`src/hw/rtl/script_source_tokenizer_top_macros.svh`:
```
// Assertion helpers for the tokenizer
`ifndef SCRIPT_SOURCE_TOKENIZER_TOP_MACROS_SVH
`define SCRIPT_SOURCE_TOKENIZER_TOP_MACROS_SVH

// Implication checked on every clock edge outside reset
`define SST_ASSERT_IMP(label, ante, cons, msg) \
  label: assert property (@(posedge clk) disable iff (!rst_n) (ante) |-> (cons)) \
    else $error(msg);

// Next-cycle implication checked outside reset
`define SST_ASSERT_NXT(label, ante, cons, msg) \
  label: assert property (@(posedge clk) disable iff (!rst_n) (ante) |=> (cons)) \
    else $error(msg);

`endif

```
`src/hw/rtl/sst_pkg.sv`:
```
// ----------------------------------------------------------------------------
// sst_pkg
// Shared types, kind and mode codes, and character helpers for the tokenizer.
// ----------------------------------------------------------------------------
`default_nettype none
package sst_pkg;

  localparam int OFFSET_BITS_DEF = 16;
  localparam int LINE_BITS_DEF   = 16;
  localparam int FW              = 16;  // width of offset, length, line fields

  typedef enum logic [5:0] {
    K_EOL, K_SPACE, K_COMMENT, K_ADD_ASSIGN, K_INC, K_ADD, K_ARROW,
    K_SUB_ASSIGN, K_DEC, K_SUB, K_MUL_ASSIGN, K_MUL, K_DIV_ASSIGN, K_DIV,
    K_MOD_ASSIGN, K_MOD, K_GE, K_SHR_ASSIGN, K_SHR, K_GT, K_LE,
    K_SHL_ASSIGN, K_SHL, K_LT, K_EQUAL, K_ASSIGN, K_NOT_EQUAL, K_NOT,
    K_LOGIC_AND, K_AND_ASSIGN, K_AND, K_LOGIC_OR, K_OR_ASSIGN, K_OR,
    K_NOT_ASSIGN, K_XOR_ASSIGN, K_XOR, K_LPAREN, K_RPAREN, K_LBRACK,
    K_RBRACK, K_LBRACE, K_RBRACE, K_DOT, K_COLON, K_SEMICOLON, K_COMMA,
    K_STRING, K_CHAR, K_LONG, K_DOUBLE, K_IDENT, K_UNKNOWN
  } kind_t;

  typedef enum logic [4:0] {
    M_IDLE, M_CR, M_BLANK, M_PLUS, M_MINUS, M_STAR, M_SLASH, M_PERCENT,
    M_GT, M_GTGT, M_LT, M_LTLT, M_EQ, M_BANG, M_AMP, M_PIPE, M_TILDE,
    M_CARET, M_LCOMMENT, M_BCOMMENT, M_STRING, M_NZERO, M_NBIN, M_NHEX,
    M_NDEC, M_IDENT
  } mode_t;

  // scan flag bits
  localparam int FB_MARK   = 0;
  localparam int FB_DOT    = 1;
  localparam int FB_SQUOTE = 2;

  // one token as carried between the stages
  typedef struct packed {
    logic [5:0]    kind;
    logic [FW-1:0] start;
    logic [FW-1:0] len;
    logic [FW-1:0] line;
  } tok_t;

  // result of one byte: up to two tokens
  typedef struct packed {
    logic  n0;      // first token present
    logic  n1;      // second token present
    logic  eos;
    tok_t  t0;
    tok_t  t1;
  } step_t;

  function automatic logic is_digit(input logic [7:0] c);
    return c >= 8'h30 && c <= 8'h39;
  endfunction

  function automatic logic is_alpha(input logic [7:0] c);
    return (c >= 8'h61 && c <= 8'h7a) || (c >= 8'h41 && c <= 8'h5a) || c == 8'h5f;
  endfunction

  function automatic logic is_hex(input logic [7:0] c);
    return is_digit(c) || (c >= 8'h61 && c <= 8'h66) || (c >= 8'h41 && c <= 8'h46);
  endfunction

endpackage
`default_nettype wire

```
`src/hw/rtl/sst_scan.sv`:
```
// ----------------------------------------------------------------------------
// sst_scan
// Scanner state and per-byte token logic; presents up to two tokens per byte.
// ----------------------------------------------------------------------------
`default_nettype none
module sst_scan #(
  parameter int OFFSET_BITS = sst_pkg::OFFSET_BITS_DEF,
  parameter int LINE_BITS   = sst_pkg::LINE_BITS_DEF
) (
  input  wire logic                    clk,
  input  wire logic                    rst_n,
  input  wire logic                    step_en,
  input  wire logic [7:0]              c,
  input  wire logic                    eos,
  input  wire logic                    cfg_we,
  input  wire logic [sst_pkg::FW-1:0]  cfg_data,
  output sst_pkg::step_t               step_o
);

  localparam logic [OFFSET_BITS-1:0] OFF_MAX = '1;
  localparam logic [LINE_BITS-1:0]   LN_MAX  = '1;
  localparam int FW = sst_pkg::FW;

  sst_pkg::mode_t          mode_r, mode_nxt;
  logic [2:0]              flags_r, flags_nxt;
  logic [OFFSET_BITS-1:0]  tstart_r, tstart_nxt;
  logic [OFFSET_BITS-1:0]  off_r, off_nxt;
  logic [LINE_BITS-1:0]    line_r, line_nxt;
  logic [LINE_BITS-1:0]    tline_r, tline_nxt;
  logic [FW-1:0]           first_r;
  logic                    fresh_r;
  sst_pkg::step_t          st;

  function automatic logic [LINE_BITS-1:0] sat_line(input logic [FW-1:0] v);
    if (32'(v) > 32'(LN_MAX)) return LN_MAX;
    return LINE_BITS'(v);
  endfunction

  logic [LINE_BITS-1:0] first_sat;
  assign first_sat = sat_line(first_r);

  function automatic logic [FW-1:0] sat16(input logic [OFFSET_BITS:0] v);
    if (64'(v) > 64'hFFFF) return '1;
    return FW'(v);
  endfunction

  // token built from start and exclusive end
  function automatic sst_pkg::tok_t mk(input logic [5:0] k,
      input logic [OFFSET_BITS-1:0] s, input logic [OFFSET_BITS:0] e,
      input logic [LINE_BITS-1:0] ln);
    sst_pkg::tok_t t;
    logic [OFFSET_BITS:0] d;
    d = e - {1'b0, s};
    t.kind  = k;
    t.start = FW'(s);
    t.line  = FW'(ln);
    if (e > {1'b0, s}) t.len = sat16(d);
    else t.len = FW'(1);
    return t;
  endfunction

  function automatic logic [5:0] pend_kind(input sst_pkg::mode_t m, input logic [2:0] f);
    unique case (m)
      sst_pkg::M_BLANK:   return sst_pkg::K_SPACE;
      sst_pkg::M_PLUS:    return sst_pkg::K_ADD;
      sst_pkg::M_MINUS:   return sst_pkg::K_SUB;
      sst_pkg::M_STAR:    return sst_pkg::K_MUL;
      sst_pkg::M_SLASH:   return sst_pkg::K_DIV;
      sst_pkg::M_PERCENT: return sst_pkg::K_MOD;
      sst_pkg::M_GT:      return sst_pkg::K_GT;
      sst_pkg::M_GTGT:    return sst_pkg::K_SHR;
      sst_pkg::M_LT:      return sst_pkg::K_LT;
      sst_pkg::M_LTLT:    return sst_pkg::K_SHL;
      sst_pkg::M_EQ:      return sst_pkg::K_ASSIGN;
      sst_pkg::M_BANG, sst_pkg::M_TILDE: return sst_pkg::K_NOT;
      sst_pkg::M_AMP:     return sst_pkg::K_AND;
      sst_pkg::M_PIPE:    return sst_pkg::K_OR;
      sst_pkg::M_CARET:   return sst_pkg::K_XOR;
      sst_pkg::M_LCOMMENT, sst_pkg::M_BCOMMENT: return sst_pkg::K_COMMENT;
      sst_pkg::M_STRING:
        return f[sst_pkg::FB_SQUOTE] ? sst_pkg::K_CHAR : sst_pkg::K_STRING;
      sst_pkg::M_NZERO, sst_pkg::M_NBIN, sst_pkg::M_NHEX: return sst_pkg::K_LONG;
      sst_pkg::M_NDEC:
        return f[sst_pkg::FB_DOT] ? sst_pkg::K_DOUBLE : sst_pkg::K_LONG;
      sst_pkg::M_IDENT:   return sst_pkg::K_IDENT;
      default:            return sst_pkg::K_UNKNOWN;
    endcase
  endfunction

  // operator follow: valid flag, complete kind, or mode change
  logic                    of_done, of_chg;
  logic [5:0]              of_kind;
  sst_pkg::mode_t          of_mode;
  always_comb begin
    of_done = 1'b0;
    of_chg  = 1'b0;
    of_kind = sst_pkg::K_UNKNOWN;
    of_mode = mode_r;
    case (mode_r)
      sst_pkg::M_PLUS: begin
        if (c == "=") begin of_done = 1'b1; of_kind = sst_pkg::K_ADD_ASSIGN; end
        else if (c == "+") begin of_done = 1'b1; of_kind = sst_pkg::K_INC; end
      end
      sst_pkg::M_MINUS: begin
        if (c == ">") begin of_done = 1'b1; of_kind = sst_pkg::K_ARROW; end
        else if (c == "=") begin of_done = 1'b1; of_kind = sst_pkg::K_SUB_ASSIGN; end
        else if (c == "-") begin of_done = 1'b1; of_kind = sst_pkg::K_DEC; end
      end
      sst_pkg::M_STAR:
        if (c == "=") begin of_done = 1'b1; of_kind = sst_pkg::K_MUL_ASSIGN; end
      sst_pkg::M_SLASH: begin
        if (c == "/") begin of_chg = 1'b1; of_mode = sst_pkg::M_LCOMMENT; end
        else if (c == "*") begin of_chg = 1'b1; of_mode = sst_pkg::M_BCOMMENT; end
        else if (c == "=") begin of_done = 1'b1; of_kind = sst_pkg::K_DIV_ASSIGN; end
      end
      sst_pkg::M_PERCENT:
        if (c == "=") begin of_done = 1'b1; of_kind = sst_pkg::K_MOD_ASSIGN; end
      sst_pkg::M_GT: begin
        if (c == "=") begin of_done = 1'b1; of_kind = sst_pkg::K_GE; end
        else if (c == ">") begin of_chg = 1'b1; of_mode = sst_pkg::M_GTGT; end
      end
      sst_pkg::M_GTGT:
        if (c == "=") begin of_done = 1'b1; of_kind = sst_pkg::K_SHR_ASSIGN; end
      sst_pkg::M_LT: begin
        if (c == "=") begin of_done = 1'b1; of_kind = sst_pkg::K_LE; end
        else if (c == "<") begin of_chg = 1'b1; of_mode = sst_pkg::M_LTLT; end
      end
      sst_pkg::M_LTLT:
        if (c == "=") begin of_done = 1'b1; of_kind = sst_pkg::K_SHL_ASSIGN; end
      sst_pkg::M_EQ:
        if (c == "=") begin of_done = 1'b1; of_kind = sst_pkg::K_EQUAL; end
      sst_pkg::M_BANG:
        if (c == "=") begin of_done = 1'b1; of_kind = sst_pkg::K_NOT_EQUAL; end
      sst_pkg::M_AMP: begin
        if (c == "&") begin of_done = 1'b1; of_kind = sst_pkg::K_LOGIC_AND; end
        else if (c == "=") begin of_done = 1'b1; of_kind = sst_pkg::K_AND_ASSIGN; end
      end
      sst_pkg::M_PIPE: begin
        if (c == "|") begin of_done = 1'b1; of_kind = sst_pkg::K_LOGIC_OR; end
        else if (c == "=") begin of_done = 1'b1; of_kind = sst_pkg::K_OR_ASSIGN; end
      end
      sst_pkg::M_TILDE:
        if (c == "=") begin of_done = 1'b1; of_kind = sst_pkg::K_NOT_ASSIGN; end
      sst_pkg::M_CARET:
        if (c == "=") begin of_done = 1'b1; of_kind = sst_pkg::K_XOR_ASSIGN; end
      default: ;
    endcase
  end

  // start of a new token at the current byte
  logic                    b_single, b_eol;
  logic [5:0]              b_kind;
  sst_pkg::mode_t          b_mode;
  logic                    b_sq;
  always_comb begin
    b_single = 1'b0;
    b_eol    = 1'b0;
    b_kind   = sst_pkg::K_UNKNOWN;
    b_mode   = sst_pkg::M_IDLE;
    b_sq     = 1'b0;
    case (c)
      8'h0d: b_mode = sst_pkg::M_CR;
      8'h0a: begin b_single = 1'b1; b_eol = 1'b1; b_kind = sst_pkg::K_EOL; end
      8'h20, 8'h09: b_mode = sst_pkg::M_BLANK;
      "+": b_mode = sst_pkg::M_PLUS;
      "-": b_mode = sst_pkg::M_MINUS;
      "*": b_mode = sst_pkg::M_STAR;
      "/": b_mode = sst_pkg::M_SLASH;
      "%": b_mode = sst_pkg::M_PERCENT;
      ">": b_mode = sst_pkg::M_GT;
      "<": b_mode = sst_pkg::M_LT;
      "=": b_mode = sst_pkg::M_EQ;
      "!": b_mode = sst_pkg::M_BANG;
      "&": b_mode = sst_pkg::M_AMP;
      "|": b_mode = sst_pkg::M_PIPE;
      "~": b_mode = sst_pkg::M_TILDE;
      "^": b_mode = sst_pkg::M_CARET;
      "(": begin b_single = 1'b1; b_kind = sst_pkg::K_LPAREN; end
      ")": begin b_single = 1'b1; b_kind = sst_pkg::K_RPAREN; end
      "[": begin b_single = 1'b1; b_kind = sst_pkg::K_LBRACK; end
      "]": begin b_single = 1'b1; b_kind = sst_pkg::K_RBRACK; end
      "{": begin b_single = 1'b1; b_kind = sst_pkg::K_LBRACE; end
      "}": begin b_single = 1'b1; b_kind = sst_pkg::K_RBRACE; end
      ".": begin b_single = 1'b1; b_kind = sst_pkg::K_DOT; end
      ":": begin b_single = 1'b1; b_kind = sst_pkg::K_COLON; end
      ";": begin b_single = 1'b1; b_kind = sst_pkg::K_SEMICOLON; end
      ",": begin b_single = 1'b1; b_kind = sst_pkg::K_COMMA; end
      8'h22: b_mode = sst_pkg::M_STRING;
      8'h27: begin b_mode = sst_pkg::M_STRING; b_sq = 1'b1; end
      "0": b_mode = sst_pkg::M_NZERO;
      default: begin
        if (sst_pkg::is_digit(c)) b_mode = sst_pkg::M_NDEC;
        else if (sst_pkg::is_alpha(c)) b_mode = sst_pkg::M_IDENT;
        else b_single = 1'b1;
      end
    endcase
  end

  logic [OFFSET_BITS:0]    pos1;
  logic [LINE_BITS-1:0]    line_inc;
  assign pos1     = {1'b0, off_r} + 1'b1;
  assign line_inc = (line_r == LN_MAX) ? line_r : line_r + 1'b1;

  // main per-byte update
  always_comb begin
    logic                   do_begin, end_prev, eol_tok;
    logic [OFFSET_BITS-1:0] crpos;
    sst_pkg::mode_t         m;
    logic [2:0]             f;
    logic [OFFSET_BITS-1:0] ts;
    logic [LINE_BITS-1:0]   tl, ln;
    sst_pkg::tok_t          tk;
    logic                   has;
    do_begin = 1'b0;
    end_prev = 1'b0;
    eol_tok  = 1'b0;
    tk       = '0;
    has      = 1'b0;
    crpos    = (off_r != '0) ? off_r - 1'b1 : '0;
    m   = mode_r;
    f   = flags_r;
    ts  = tstart_r;
    tl  = tline_r;
    ln  = line_r;
    st  = '0;
    st.eos = eos;
    st.t0  = '0;
    st.t1  = '0;
    case (mode_r)
      sst_pkg::M_IDLE: do_begin = 1'b1;
      sst_pkg::M_CR:
        if (c == 8'h0a) eol_tok = 1'b1;
        else end_prev = 1'b1;
      sst_pkg::M_BLANK:
        if (c != 8'h20 && c != 8'h09) end_prev = 1'b1;
      sst_pkg::M_LCOMMENT: begin
        if (flags_r[sst_pkg::FB_MARK] && c == 8'h0a) begin
          // CR LF closes the comment: comment, then EOL from the CR
          st.n0 = 1'b1;
          st.t0 = mk(sst_pkg::K_COMMENT, tstart_r, {1'b0, crpos}, tline_r);
          st.n1 = 1'b1;
          st.t1 = mk(sst_pkg::K_EOL, crpos, pos1, line_r);
          m = sst_pkg::M_IDLE;
          f = '0;
          ts = crpos;
          tl = line_r;
          ln = line_inc;
        end else begin
          f[sst_pkg::FB_MARK] = (c == 8'h0d);
          if (c == 8'h0a) end_prev = 1'b1;
        end
      end
      sst_pkg::M_BCOMMENT: begin
        if (flags_r[sst_pkg::FB_MARK] && c == "/") begin
          st.n0 = 1'b1;
          st.t0 = mk(sst_pkg::K_COMMENT, tstart_r, pos1, tline_r);
          m = sst_pkg::M_IDLE;
          f = '0;
        end else begin
          f[sst_pkg::FB_MARK] = (c == "*");
          if (c == 8'h0a) ln = line_inc;
        end
      end
      sst_pkg::M_STRING: begin
        if (flags_r[sst_pkg::FB_MARK]) f[sst_pkg::FB_MARK] = 1'b0;
        else if (c == 8'h5c) f[sst_pkg::FB_MARK] = 1'b1;
        else if (c == (flags_r[sst_pkg::FB_SQUOTE] ? 8'h27 : 8'h22)) begin
          st.n0 = 1'b1;
          st.t0 = mk(pend_kind(mode_r, flags_r), tstart_r, pos1, tline_r);
          m = sst_pkg::M_IDLE;
          f = '0;
        end
      end
      sst_pkg::M_NZERO: begin
        if (c == "b" || c == "B") m = sst_pkg::M_NBIN;
        else if (c == "x" || c == "X") m = sst_pkg::M_NHEX;
        else begin
          m = sst_pkg::M_NDEC;
          f = '0;
          if (c == ".") f[sst_pkg::FB_DOT] = 1'b1;
          else if (!sst_pkg::is_digit(c)) end_prev = 1'b1;
        end
      end
      sst_pkg::M_NBIN:
        if (c != "0" && c != "1") end_prev = 1'b1;
      sst_pkg::M_NHEX:
        if (!sst_pkg::is_hex(c)) end_prev = 1'b1;
      sst_pkg::M_NDEC: begin
        if (sst_pkg::is_digit(c)) ;
        else if (c == "." && !flags_r[sst_pkg::FB_DOT]) f[sst_pkg::FB_DOT] = 1'b1;
        else end_prev = 1'b1;
      end
      sst_pkg::M_IDENT:
        if (!sst_pkg::is_alpha(c) && !sst_pkg::is_digit(c)) end_prev = 1'b1;
      default: begin
        if (of_done) begin
          st.n0 = 1'b1;
          st.t0 = mk(of_kind, tstart_r, pos1, tline_r);
          m = sst_pkg::M_IDLE;
          f = '0;
        end else if (of_chg) begin
          m = of_mode;
          if (of_mode == sst_pkg::M_LCOMMENT || of_mode == sst_pkg::M_BCOMMENT) f = '0;
        end else end_prev = 1'b1;
      end
    endcase

    if (eol_tok) begin
      st.n0 = 1'b1;
      st.t0 = mk(sst_pkg::K_EOL, tstart_r, pos1, tline_r);
      m = sst_pkg::M_IDLE;
      f = '0;
      ln = line_inc;
    end

    if (end_prev) begin
      // note NZERO case: pending kind uses the flags just computed
      st.n0 = 1'b1;
      st.t0 = mk(pend_kind(m, f), tstart_r, {1'b0, off_r}, tline_r);
      do_begin = 1'b1;
    end

    if (do_begin) begin
      ts = off_r;
      tl = line_r;
      f  = '0;
      f[sst_pkg::FB_SQUOTE] = b_sq;
      m  = b_mode;
      if (b_single) begin
        tk = mk(b_kind, off_r, pos1, line_r);
        if (end_prev) begin st.n1 = 1'b1; st.t1 = tk; end
        else begin st.n0 = 1'b1; st.t0 = tk; end
        m = sst_pkg::M_IDLE;
        f = '0;
        if (b_eol) ln = line_inc;
      end
    end

    if (eos) begin
      has = st.n0;
      if (m != sst_pkg::M_IDLE) begin
        tk = mk(pend_kind(m, f), ts, pos1, tl);
        if (has) begin st.n1 = 1'b1; st.t1 = tk; end
        else begin st.n0 = 1'b1; st.t0 = tk; end
      end
      mode_nxt   = sst_pkg::M_IDLE;
      flags_nxt  = '0;
      tstart_nxt = '0;
      tline_nxt  = '0;
      off_nxt    = '0;
      line_nxt   = first_sat;
    end else begin
      mode_nxt   = m;
      flags_nxt  = f;
      tstart_nxt = ts;
      tline_nxt  = tl;
      off_nxt    = (off_r == OFF_MAX) ? off_r : pos1[OFFSET_BITS-1:0];
      line_nxt   = ln;
    end
  end

  // tokens of the byte on the input go straight to the result register
  assign step_o = st;

  always_ff @(posedge clk) begin
    if (!rst_n) begin
      mode_r   <= sst_pkg::M_IDLE;
      flags_r  <= '0;
      tstart_r <= '0;
      tline_r  <= '0;
      off_r    <= '0;
      line_r   <= '0;
      first_r  <= '0;
      fresh_r  <= 1'b1;
    end else begin
      if (step_en) begin
        mode_r   <= mode_nxt;
        flags_r  <= flags_nxt;
        tstart_r <= tstart_nxt;
        tline_r  <= tline_nxt;
        off_r    <= off_nxt;
        line_r   <= line_nxt;
        fresh_r  <= eos;
      end else if (cfg_we) begin
        first_r <= cfg_data;
        if (fresh_r) line_r <= sat_line(cfg_data);
      end
    end
  end

endmodule
`default_nettype wire

```
`src/hw/rtl/sst_outq.sv`:
```
// ----------------------------------------------------------------------------
// sst_outq
// Holds one byte's tokens and delivers them one word at a time.
// ----------------------------------------------------------------------------
`default_nettype none
module sst_outq (
  input  wire logic            clk,
  input  wire logic            rst_n,
  input  wire logic            load,
  input  sst_pkg::step_t       step_i,
  input  wire logic            out_ready,
  output logic                 busy,
  output logic                 out_valid,
  output sst_pkg::tok_t        tok_o,
  output logic                 last_o,
  output logic                 eos_o
);

  logic [1:0]     cnt_r;
  sst_pkg::tok_t  t1_r;
  logic           eos_r;

  assign out_valid = cnt_r != 2'd0;
  assign last_o    = cnt_r == 2'd1;
  assign eos_o     = last_o & eos_r;

  // a pending word may leave in the same cycle a new byte loads
  assign busy = (cnt_r == 2'd2) || (cnt_r == 2'd1 && !out_ready);

  always_ff @(posedge clk) begin
    if (!rst_n) begin
      cnt_r <= 2'd0;
      eos_r <= 1'b0;
    end else if (load) begin
      cnt_r <= {1'b0, step_i.n0} + {1'b0, step_i.n1};
      eos_r <= step_i.eos;
      tok_o <= step_i.t0;
      t1_r  <= step_i.t1;
    end else if (out_valid && out_ready) begin
      cnt_r <= cnt_r - 2'd1;
      tok_o <= t1_r;
    end
  end

endmodule
`default_nettype wire

```
`src/hw/rtl/script_source_tokenizer_top.sv`:
```
// ----------------------------------------------------------------------------
// script_source_tokenizer_top
// Streaming source tokenizer: one byte in, up to two tokens out.
// ----------------------------------------------------------------------------
// channel | dir | handshake          | words
// in_     | in  | in_valid/in_ready  | byte_value, end_of_source
// out_    | out | out_valid/out_ready| kind, start, length, line, run_end, done
// cfg_    | in  | cfg_valid/cfg_ready| first_line
//
// One byte per cycle while in_ready is high; tokens appear in the cycle after their byte.
// A byte that yields two tokens holds off the next byte until its first token has left.
// Output stall backs up into in_ready; rst_n is synchronous.
// Config writes are taken in any cycle no byte is accepted.
`default_nettype none
`include "script_source_tokenizer_top_macros.svh"
module script_source_tokenizer_top #(
  parameter int OFFSET_BITS = sst_pkg::OFFSET_BITS_DEF,
  parameter int LINE_BITS   = sst_pkg::LINE_BITS_DEF
) (
  input  wire logic        clk,
  input  wire logic        rst_n,
  input  wire logic        in_valid,
  output logic             in_ready,
  input  wire logic [7:0]  in_byte_value,
  input  wire logic        in_end_of_source,
  output logic             out_valid,
  input  wire logic        out_ready,
  output logic [5:0]       out_token_kind,
  output logic [15:0]      out_start_offset,
  output logic [15:0]      out_token_length,
  output logic [15:0]      out_line_number,
  output logic             out_run_end,
  output logic             out_source_done,
  input  wire logic        cfg_valid,
  output logic             cfg_ready,
  input  wire logic [15:0] cfg_first_line
);

  logic           busy, load;
  sst_pkg::step_t step;
  sst_pkg::tok_t  tok;

  assign in_ready  = !busy;
  assign load      = in_valid && in_ready;
  assign cfg_ready = !load;

  sst_scan #(.OFFSET_BITS(OFFSET_BITS), .LINE_BITS(LINE_BITS)) u_scan (
    .clk, .rst_n, .step_en(load), .c(in_byte_value), .eos(in_end_of_source),
    .cfg_we(cfg_valid && cfg_ready), .cfg_data(cfg_first_line), .step_o(step)
  );

  sst_outq u_outq (
    .clk, .rst_n, .load, .step_i(step), .out_ready, .busy,
    .out_valid, .tok_o(tok), .last_o(out_run_end), .eos_o(out_source_done)
  );

  assign out_token_kind   = tok.kind;
  assign out_start_offset = tok.start;
  assign out_token_length = tok.len;
  assign out_line_number  = tok.line;

  `SST_ASSERT_IMP(a_len_nonzero, out_valid, out_token_length != 16'd0, "zero token length")
  `SST_ASSERT_IMP(a_done_last, out_valid && out_source_done, out_run_end, "done without run end")
  `SST_ASSERT_IMP(a_kind_range, out_valid, out_token_kind <= 6'd52, "kind out of range")
  `SST_ASSERT_NXT(a_stall_hold, out_valid && !out_ready, out_valid, "result dropped")

endmodule
`default_nettype wire
```
`config.mk`:
```
export PLATFORM = sky130hd
export DESIGN_NAME = script_source_tokenizer_top
export DESIGN_NICKNAME = d
export VERILOG_FILES = /design/src/hw/rtl/sst_pkg.sv /design/src/hw/rtl/sst_scan.sv /design/src/hw/rtl/sst_outq.sv /design/src/hw/rtl/script_source_tokenizer_top.sv
export VERILOG_INCLUDE_DIRS = /design/src /design/src/hw/rtl
export SDC_FILE = /design/constraint.sdc
export NUM_CORES = 1
export LEC_CHECK = 0
export CAP_MARGIN = 10
export CORE_UTILIZATION = 45
export CTS_BUF_LIST = sky130_fd_sc_hd__clkbuf_2 sky130_fd_sc_hd__clkbuf_4 sky130_fd_sc_hd__clkbuf_8
export DETAILED_ROUTE_END_ITERATION = 6
export DONT_BUFFER_PORTS = 1
export REMOVE_ABC_BUFFERS = 1
export SLEW_MARGIN = 15
export SYNTH_ARGS = -nofsm -noshare
export SYNTH_HDL_FRONTEND = slang
export SYNTH_SLANG_ARGS = --single-unit
```
`constraint.sdc`:
```
create_clock -name clk -period 7.26 [get_ports clk]
set_input_delay 0.363 -clock clk [delete_from_list [all_inputs] [get_ports clk]]
set_output_delay 0.363 -clock clk [all_outputs]
set_load 0.005 [all_outputs]
```
# Word-level counts from Yosys, hierarchy flattened
# Index checks and enable logic that the tools add are counted.
[op_classes]
addsub = 11
multipliers = 0
n_div = 0
order_cmp = 20
n_eq_ne = 124
shifts = 0
mux = 238
n_bitwise = 2
reduce_logical = 60
[ops]
columns = ["operator", "count"]
rows = [
  ["16-bit two-way mux", 47],
  ["54-bit two-way mux", 13],
  ["108-bit two-way mux", 4],
  ["6-bit one-hot mux with 20 select lines", 2],
  ["54-bit one-hot mux with 4 select lines", 1],
  ["5-bit equality test (second input constant)", 32],
  ["8-bit by 6-bit equality test with 1-bit output (second input constant)", 20],
  ["5-bit two-way mux", 26],
  ["5-bit by 4-bit equality test with 1-bit output (second input constant)", 24],
  ["6-bit two-way mux", 19],
  ["8-bit by 7-bit equality test with 1-bit output (second input constant)", 13],
  ["104-bit two-way mux", 1],
  ["17-bit by 16-bit greater-than comparator with 1-bit output (second input constant)", 6],
  ["5-bit one-hot mux with 18 select lines", 1],
  ["6-bit one-hot mux with 15 select lines", 1],
  ["1-bit two-way mux", 85],
  ["17-bit by 16-bit greater-than comparator with 1-bit output", 4],
  ["17-bit by 16-bit subtractor with 17-bit output", 4],
  ["6-bit one-hot mux with 11 select lines", 1],
  ["5-bit by 3-bit equality test with 1-bit output (second input constant)", 12],
  ["50-bit two-way mux", 1],
  ["16-bit by 16-bit subtractor with 17-bit output", 2],
  ["3-bit two-way mux", 11],
  ["16-bit equality test (second input constant)", 2],
  ["other kinds (52)", 123],
]
[totals]
ff_bits = 200
latch_bits = 0
ram_bits = 0
romBits = 0
input_bits = 30
output_inout_bits = 59
elab_cells = 474
n_memories = 0

# Depth between registers and ports, before layout
[depth]
depth_word = 24
ltp_mapped = 30
mapped_depth_nobuf = 24

# Modules after synthesis
# A second synthesis with hierarchy kept.
[hier_totals]
cells_unflattened = 2380
area_unflattened_um2 = 18831.8
[modules_own_cells]
columns = ["module", "n_inst", "cells_each", "area_per_inst_um2", "seq_area_each_um2"]
rows = [
  ["sst_scan", 1, 2181, 14649.0, 1781.7],
  ["sst_outq", 1, 195, 4155.2, 3303.2],
  ["script_source_tokenizer_top", 1, 4, 27.5, 0.0],
]

# Worst setup path after synthesis
# No wires, ideal clock.
[synth_path]
path_kind = "input-to-reg"
start = "input in_byte_value[2]"
end = "register u_outq.tok_o[18] in the netlist's numbering, data pin"
setup_time_ns = 0.261
arrival_time_ns = 5.379
required_time_ns = 6.999
setup_slack_ns = 1.620
cell_stages = 27
path_buffers = 5
cell_sequence = "buf_2 or3b_4 or4_4 o311ai_2 a221oi_2 nand3_1 buf_2 clkbuf_1 clkbuf_1 a211oi_1 a21oi_1 inv_1 ha_1 nand2_1 nand2_1 a21o_1 a21oi_1 nand2b_1 nand3_1 a221o_1 a21oi_1 o21ai_1 xnor2_1 buf_2 a21oi_1 nor2_1 o32a_1"
[synth_between]
elab_chain_len = 22
word_cells_on_any_way = 175
classes_between = "add/sub (1); order compare (10); eq/ne (41); mux (99); reduce/logical (24)"
[synth_rtl]
columns = ["item", "line", "source"]
rows = [
  ["start: declaration", "script_source_tokenizer_top.sv:24", "input wire logic [7:0] in_byte_value,"],
  ["parallel branches: the longest is 20 deep, another holds 17-bit by 16-bit subtractor with 17-bit output", "-", ""],
  ["108-bit two-way mux (*)", "sst_scan.sv:339", "if (eos) begin"],
  ["54-bit two-way mux (*)", "sst_outq.sv:34", "end else if (load) begin"],
  ["end signal: assignment", "sst_outq.sv:37", "tok_o <= step_i.t0;"],
  ["end signal: assignment", "sst_outq.sv:41", "tok_o <= t1_r;"],
  ["end: declaration", "sst_outq.sv:14", "output sst_pkg::tok_t tok_o,"],
]
# Mark *: on every way between the ends. The select of a mux whose other input is x is not followed.
# A chain may end at the register's enable or synchronous reset.

# Worst setup path after layout
[layout_path]
start = "register u_scan.mode_r[3]"
end = "register u_outq.tok_o[18] in the netlist's numbering, data pin"
[layout_between]
elab_chain_len = 19
word_cells_on_any_way = 85
classes_between = "add/sub (1); order compare (2); eq/ne (25); mux (51); reduce/logical (6)"
[layout_rtl]
columns = ["item", "line", "source"]
rows = [
  ["start: declaration", "sst_scan.sv:24", "sst_pkg::mode_t mode_r, mode_nxt;"],
  ["start signal: assignment", "sst_scan.sv:367", "mode_r <= sst_pkg::M_IDLE;"],
  ["start signal: assignment", "sst_scan.sv:377", "mode_r <= mode_nxt;"],
  ["5-bit by 3-bit equality test with 1-bit output (tied with other cells)", "sst_scan.sv:99", "case (mode_r)"],
  ["10-bit OR reduction (no line) / 1-bit one-hot mux with 3 select lines (equally long branches)", "-", ""],
  ["1-bit one-hot mux with 6 select lines / 1-bit two-way mux (equally long branches)", "sst_scan.sv:99, sst_scan.sv:301", ""],
  ["1-bit two-way mux", "sst_scan.sv:296", "if (of_done) begin"],
  ["1-bit one-hot mux with 9 select lines", "sst_scan.sv:229", "case (mode_r)"],
  ["1-bit two-way mux", "sst_scan.sv:316", "if (end_prev) begin"],
  ["16-bit two-way mux", "sst_scan.sv:323", "if (do_begin) begin"],
  ["17-bit by 16-bit subtractor with 17-bit output", "sst_scan.sv:53", "d = e - {1'b0, s};"],
  ["[... 3 more ...]", "-", ""],
  ["1-bit two-way mux", "sst_scan.sv:341", "if (m != sst_pkg::M_IDLE) begin"],
  ["1-bit two-way mux", "sst_scan.sv:339", ""],
  ["16-bit two-way mux", "sst_scan.sv:44", "return FW'(v);"],
  ["16-bit two-way mux", "sst_scan.sv:57", "if (e > {1'b0, s}) t.len = sat16(d);"],
  ["54-bit two-way mux", "sst_scan.sv:343", "if (has) begin st.n1 = 1'b1; st.t1 = tk; end"],
  ["108-bit two-way mux", "sst_scan.sv:341", ""],
  ["108-bit two-way mux (*)", "sst_scan.sv:339", ""],
  ["54-bit two-way mux (*)", "sst_outq.sv:34", ""],
]
# Mark *: on every way between the ends. The rest lies on a longest branch, timed or not. The select of a mux whose other input is x is not followed.

==> summary by stage <==
Layout
The count of cells in the finished layout, fillers not included, comes to 2909. The post-route standard cell area excluding fillers is 19670 um2. Measured on the finished design, the core utilization comes to between 40% and 50%. Relative to the synthesized area, the layout overhead comes to 5.788%.

The leading cell type in the layout, fill and taps excluded is sky130_fd_sc_hd__nand2_1. The top cell types in the final layout, fill and taps aside, are sky130_fd_sc_hd__nand2_1 (288), sky130_fd_sc_hd__nor2_1 (216), sky130_fd_sc_hd__o21ai_0 (161), sky130_fd_sc_hd__a21oi_1 (160), sky130_fd_sc_hd__edfxtp_1 (108). The post-route netlist has 5.895% of its cells at a drive strength greater than 1. The final net count is 2497.

The layout has 4092 filler cells.

Min path
In this run the worst hold path is classified as in -> reg.

Routing
The routed layout has 18970 vias. The number of remaining DRC errors is 3. The average wire per standard cell is approximately 26 um. The number of iterations in the first detailed-routing pass is 7.

After the first detailed-routing iteration, the DRC count stood at around 2300. The wire length reported by the detailed router is 74.49 mm. The via-per-instance ratio is ~6.5.

In this run the remaining antenna-violating nets after routing total 0.

STA
The maximum achievable frequency is 152.4 MHz. The final critical delay including setup and external delays is 6563 ps. The final setup violation count is 0. The worst slew margin relative to its limit is 27.64%. The accumulated negative setup slack is 0 ps.

Setup repair after global routing left no endpoint under its margin. Across all setup checks in the final design, the least slack found is 697.5 ps. The number of pins exceeding their max-slew limit in the final report is 0. On the final layout, the worst hold slack is 41.49 ps. Of the available clock period, the critical path in the final layout requires between 90% and 100%.

The hold violation total from the final report was 0. For the pin with the worst max-slew slack, the measured transition is 1085 ps. The clock arrives with 41.18 ps of skew.

Worst setup path
For this run, the slowest stage of the critical path takes approximately 780 ps. The critical path contains buffers and inverters numbering 2 combined. In this design, the largest share of critical-path delay is due to simple AND/OR/NAND/NOR gates. The worst-path maximum fanout is 23.

At the worst endpoint, the required time is around 7600 ps. The signal on the critical path passes through nand2b_1 > or3_1 > or3_1 > nor4b_1 > nand2_1 > nand3_1 > buf_4 > nor2_1 > a221oi_1 > ha_1 > a21o_1 > a21oi_1 > nand2b_1 > nand3_1 > a221o_1 > a21oi_1 > o21ai_1 > xnor2_2 > buf_4 > a21oi_1 > nor2_1 > o32a_1. The type of origin of the critical path is a flop. The cell occurring most often along the worst timing path is sky130_fd_sc_hd__a21oi_1. The largest individual stage delay along the critical path comes from the cell sky130_fd_sc_hd__dfxtp_1. For the worst setup path, the data arrival time is 6920 ps. The start-to-end type of the worst setup path is reg -> reg.

STA classifies the critical path endpoint as a flop.

Floorplanning
The die outline height is 205.3 um. The top-level port count is a little under 90. The initial utilization of the core area, before any placement, comes to 45.54%. The die covers 42130 um2.

The floorplan has 74 rows. The area inside the core boundary is 40830 um2. The chip width is about 210 um.

Outcome
The flow ran to the end, but the final reports show violations. The final reports fail on design-rule violations.

Yosys
Sorting the synthesized cells by area gives the leading types as sky130_fd_sc_hd__edfxtp_1 (17%), sky130_fd_sc_hd__dfxtp_1 (9.9%), sky130_fd_sc_hd__ha_1 (6.7%). The synthesized area per cell is 7.629 um2. The top cell type's share of synthesized area is 17.44%. For this run, the leading register cell type out of synthesis is sky130_fd_sc_hd__edfxtp_1.

The number of distinct library cells after synthesis is just over 100. Of the synthesized area, sequential elements account for 27.35%. Counting flops with an async set or reset pin after synthesis yields a share of 0%.

The Yosys step of the flow raised 0 warnings. After synthesis the cells add up to roughly 19000 um2. The synthesized design contains 200 register bits.

The count of flip-flops with a built-in enable after synthesis is 108. Synthesis handed over a netlist of 2437 instances. The library cell with the largest summed area after synthesis is sky130_fd_sc_hd__edfxtp_1.

Power and ir drop
The internal power of the cells totals 2.320 mW. The clock network accounts for between 10% and 20% of the total power. The combinational share of power is 47.1%. The total power density per cell area is 217.7 nW/um2. The power spent charging and discharging nets is approximately 2 mW.

Of the total power, the share spent switching nets is 45.83%. The cell leakage power is approximately 7.5 nW. Total power for the finished layout comes to 4.282 mW.

Sequential cells account for about a third of the total power. The worst-case IR drop observed on VDD is about 0.17 mV.

Placed design
The detailed-placement wirelength estimate is 55.00 mm. OpenSTA, run right after detailed placement, puts the worst setup slack at just under 700 ps. The area after detailed placement is 19000 um2. The weighted congestion reported at the end of routability-driven placement is 1.021.

The cell count after placement is roughly 2900. The total of buffers placed on input and output ports is 0.

Global route
Entering global routing, the biggest net connects 93 pins. For this run the aggregate overflow at the end of global routing stands at 0. The initial antenna violation count is 1.

The via count of the first global-routing pass came to 17800. The first global-routing pass estimated 111.4 mm of wire. Across every metal layer, demand over resource in global routing totals 35.47%.

CTS
The clock tree synthesis step divided the H-tree into 4 levels. In this run the deepest clock path goes through 2 buffers. Clock-pin slew was measured on the worst setup and hold paths at approximately 120 ps.

In this run the post-CTS setup repair buffer count came out at 0. The TritonCTS clock tree is done. Buffers inserted during clock tree synthesis total 17.

The tree is rooted in a sky130_fd_sc_hd__clkbuf_8. CTS saw 200 sinks. The clock insertion delay at the later pin of the skew report is 620 ps.

Run
Across the run, the number of max-cap violations was 0.
## area by class of cell
type                            count  area [um2]  area share [%]
Timing Repair Buffer               69       595.6           3.028
Multi-Input combinational cell   1967       12490           63.49
Clock inverter                     15       191.4          0.9733
Sequential cell                   200        5085           25.85
Inverter                          107       404.1           2.055
Clock buffer                       17       234.0           1.190
Tap cell                          532       665.6           3.384
Antenna cell                        2       5.005         0.02545
## power by group through the flow
stage                     clock [mW]  combinational [mW]  sequential (mW)
final                          0.808                2.02             1.46
after global routing           0.862                2.16             1.47
after CTS                      0.827                1.96             1.45
after detailed placement           0                1.93             1.48
after global placement             0                1.92             1.48
after floorplan                    0                1.26             1.45
## kinds of logic after synthesis
family                     count (synthesis)  synth area share, %
AOI/OAI and AO/OA                        781                27.99
xor gates and xnor gates                 113                5.323
adders and majority gates                107                7.382
buffers and inverters                    270                5.626
DFF                                      200                27.35
muxes                                     29                1.642
other                                      1              0.02017
and+or+nand+nor                          936                24.67
## path summary, 6_finish.rpt
kind                                   startpoint  slack [ps]  cells past startpoint                               to
setup / recovery    u_scan.mode_r[3]$_SDFFE_PN0P_         700                     22       u_outq.tok_o[18]$_DFFE_PP_
hold / removal                 cfg_first_line[13]          40                      2   u_scan.line_r[13]$_SDFFE_PN0P_
setup reg to reg    u_scan.mode_r[3]$_SDFFE_PN0P_         700                     22       u_outq.tok_o[18]$_DFFE_PP_
hold reg to reg   u_scan.first_r[14]$_SDFFE_PN0P_         470                      2  u_scan.first_r[14]$_SDFFE_PN0P_
## synth_stat cells (all sizes together) (34+ instances only)
library cell	instances
nand2	289
nor2	219
o21ai	187
a21oi	161
clkbuf	128
edfxtp	108
inv	105
ha	100
dfxtp	92
xnor2	76
and2	69
nand3	68
a22oi	67
nor3	63
a21o	41
nor2b	41
xor2	37
buf	35
a21boi	34
## metal layers
metal,global-route usage [%],routed length [um],vias up
met5,0,0,-
met4,22.78,4908,0
met3,5.322,4173,187
met2,57.54,34990,806
met1,43.85,30420,9174
li1,-,-,8803
## flip-flops by register name, indices dropped and copies added (netlist names), 2 cells and up
register and cells:
u_scan.mode_r 5, u_scan.flags_r 3, u_outq.t1_r 54, u_outq.cnt_r 2, u_scan.first_r 16, u_outq.tok_o 54, u_scan.off_r 16, u_scan.tstart_r 16
u_scan.line_r 16, u_scan.tline_r 16
## timing repair
item	in CTS	in global routing
endpoints found under the setup margin	0	2
hold buffers	20	0
gates resized for setup	0	1
endpoints found under the hold margin	92	0
Power figures use the tool's default switching activity.
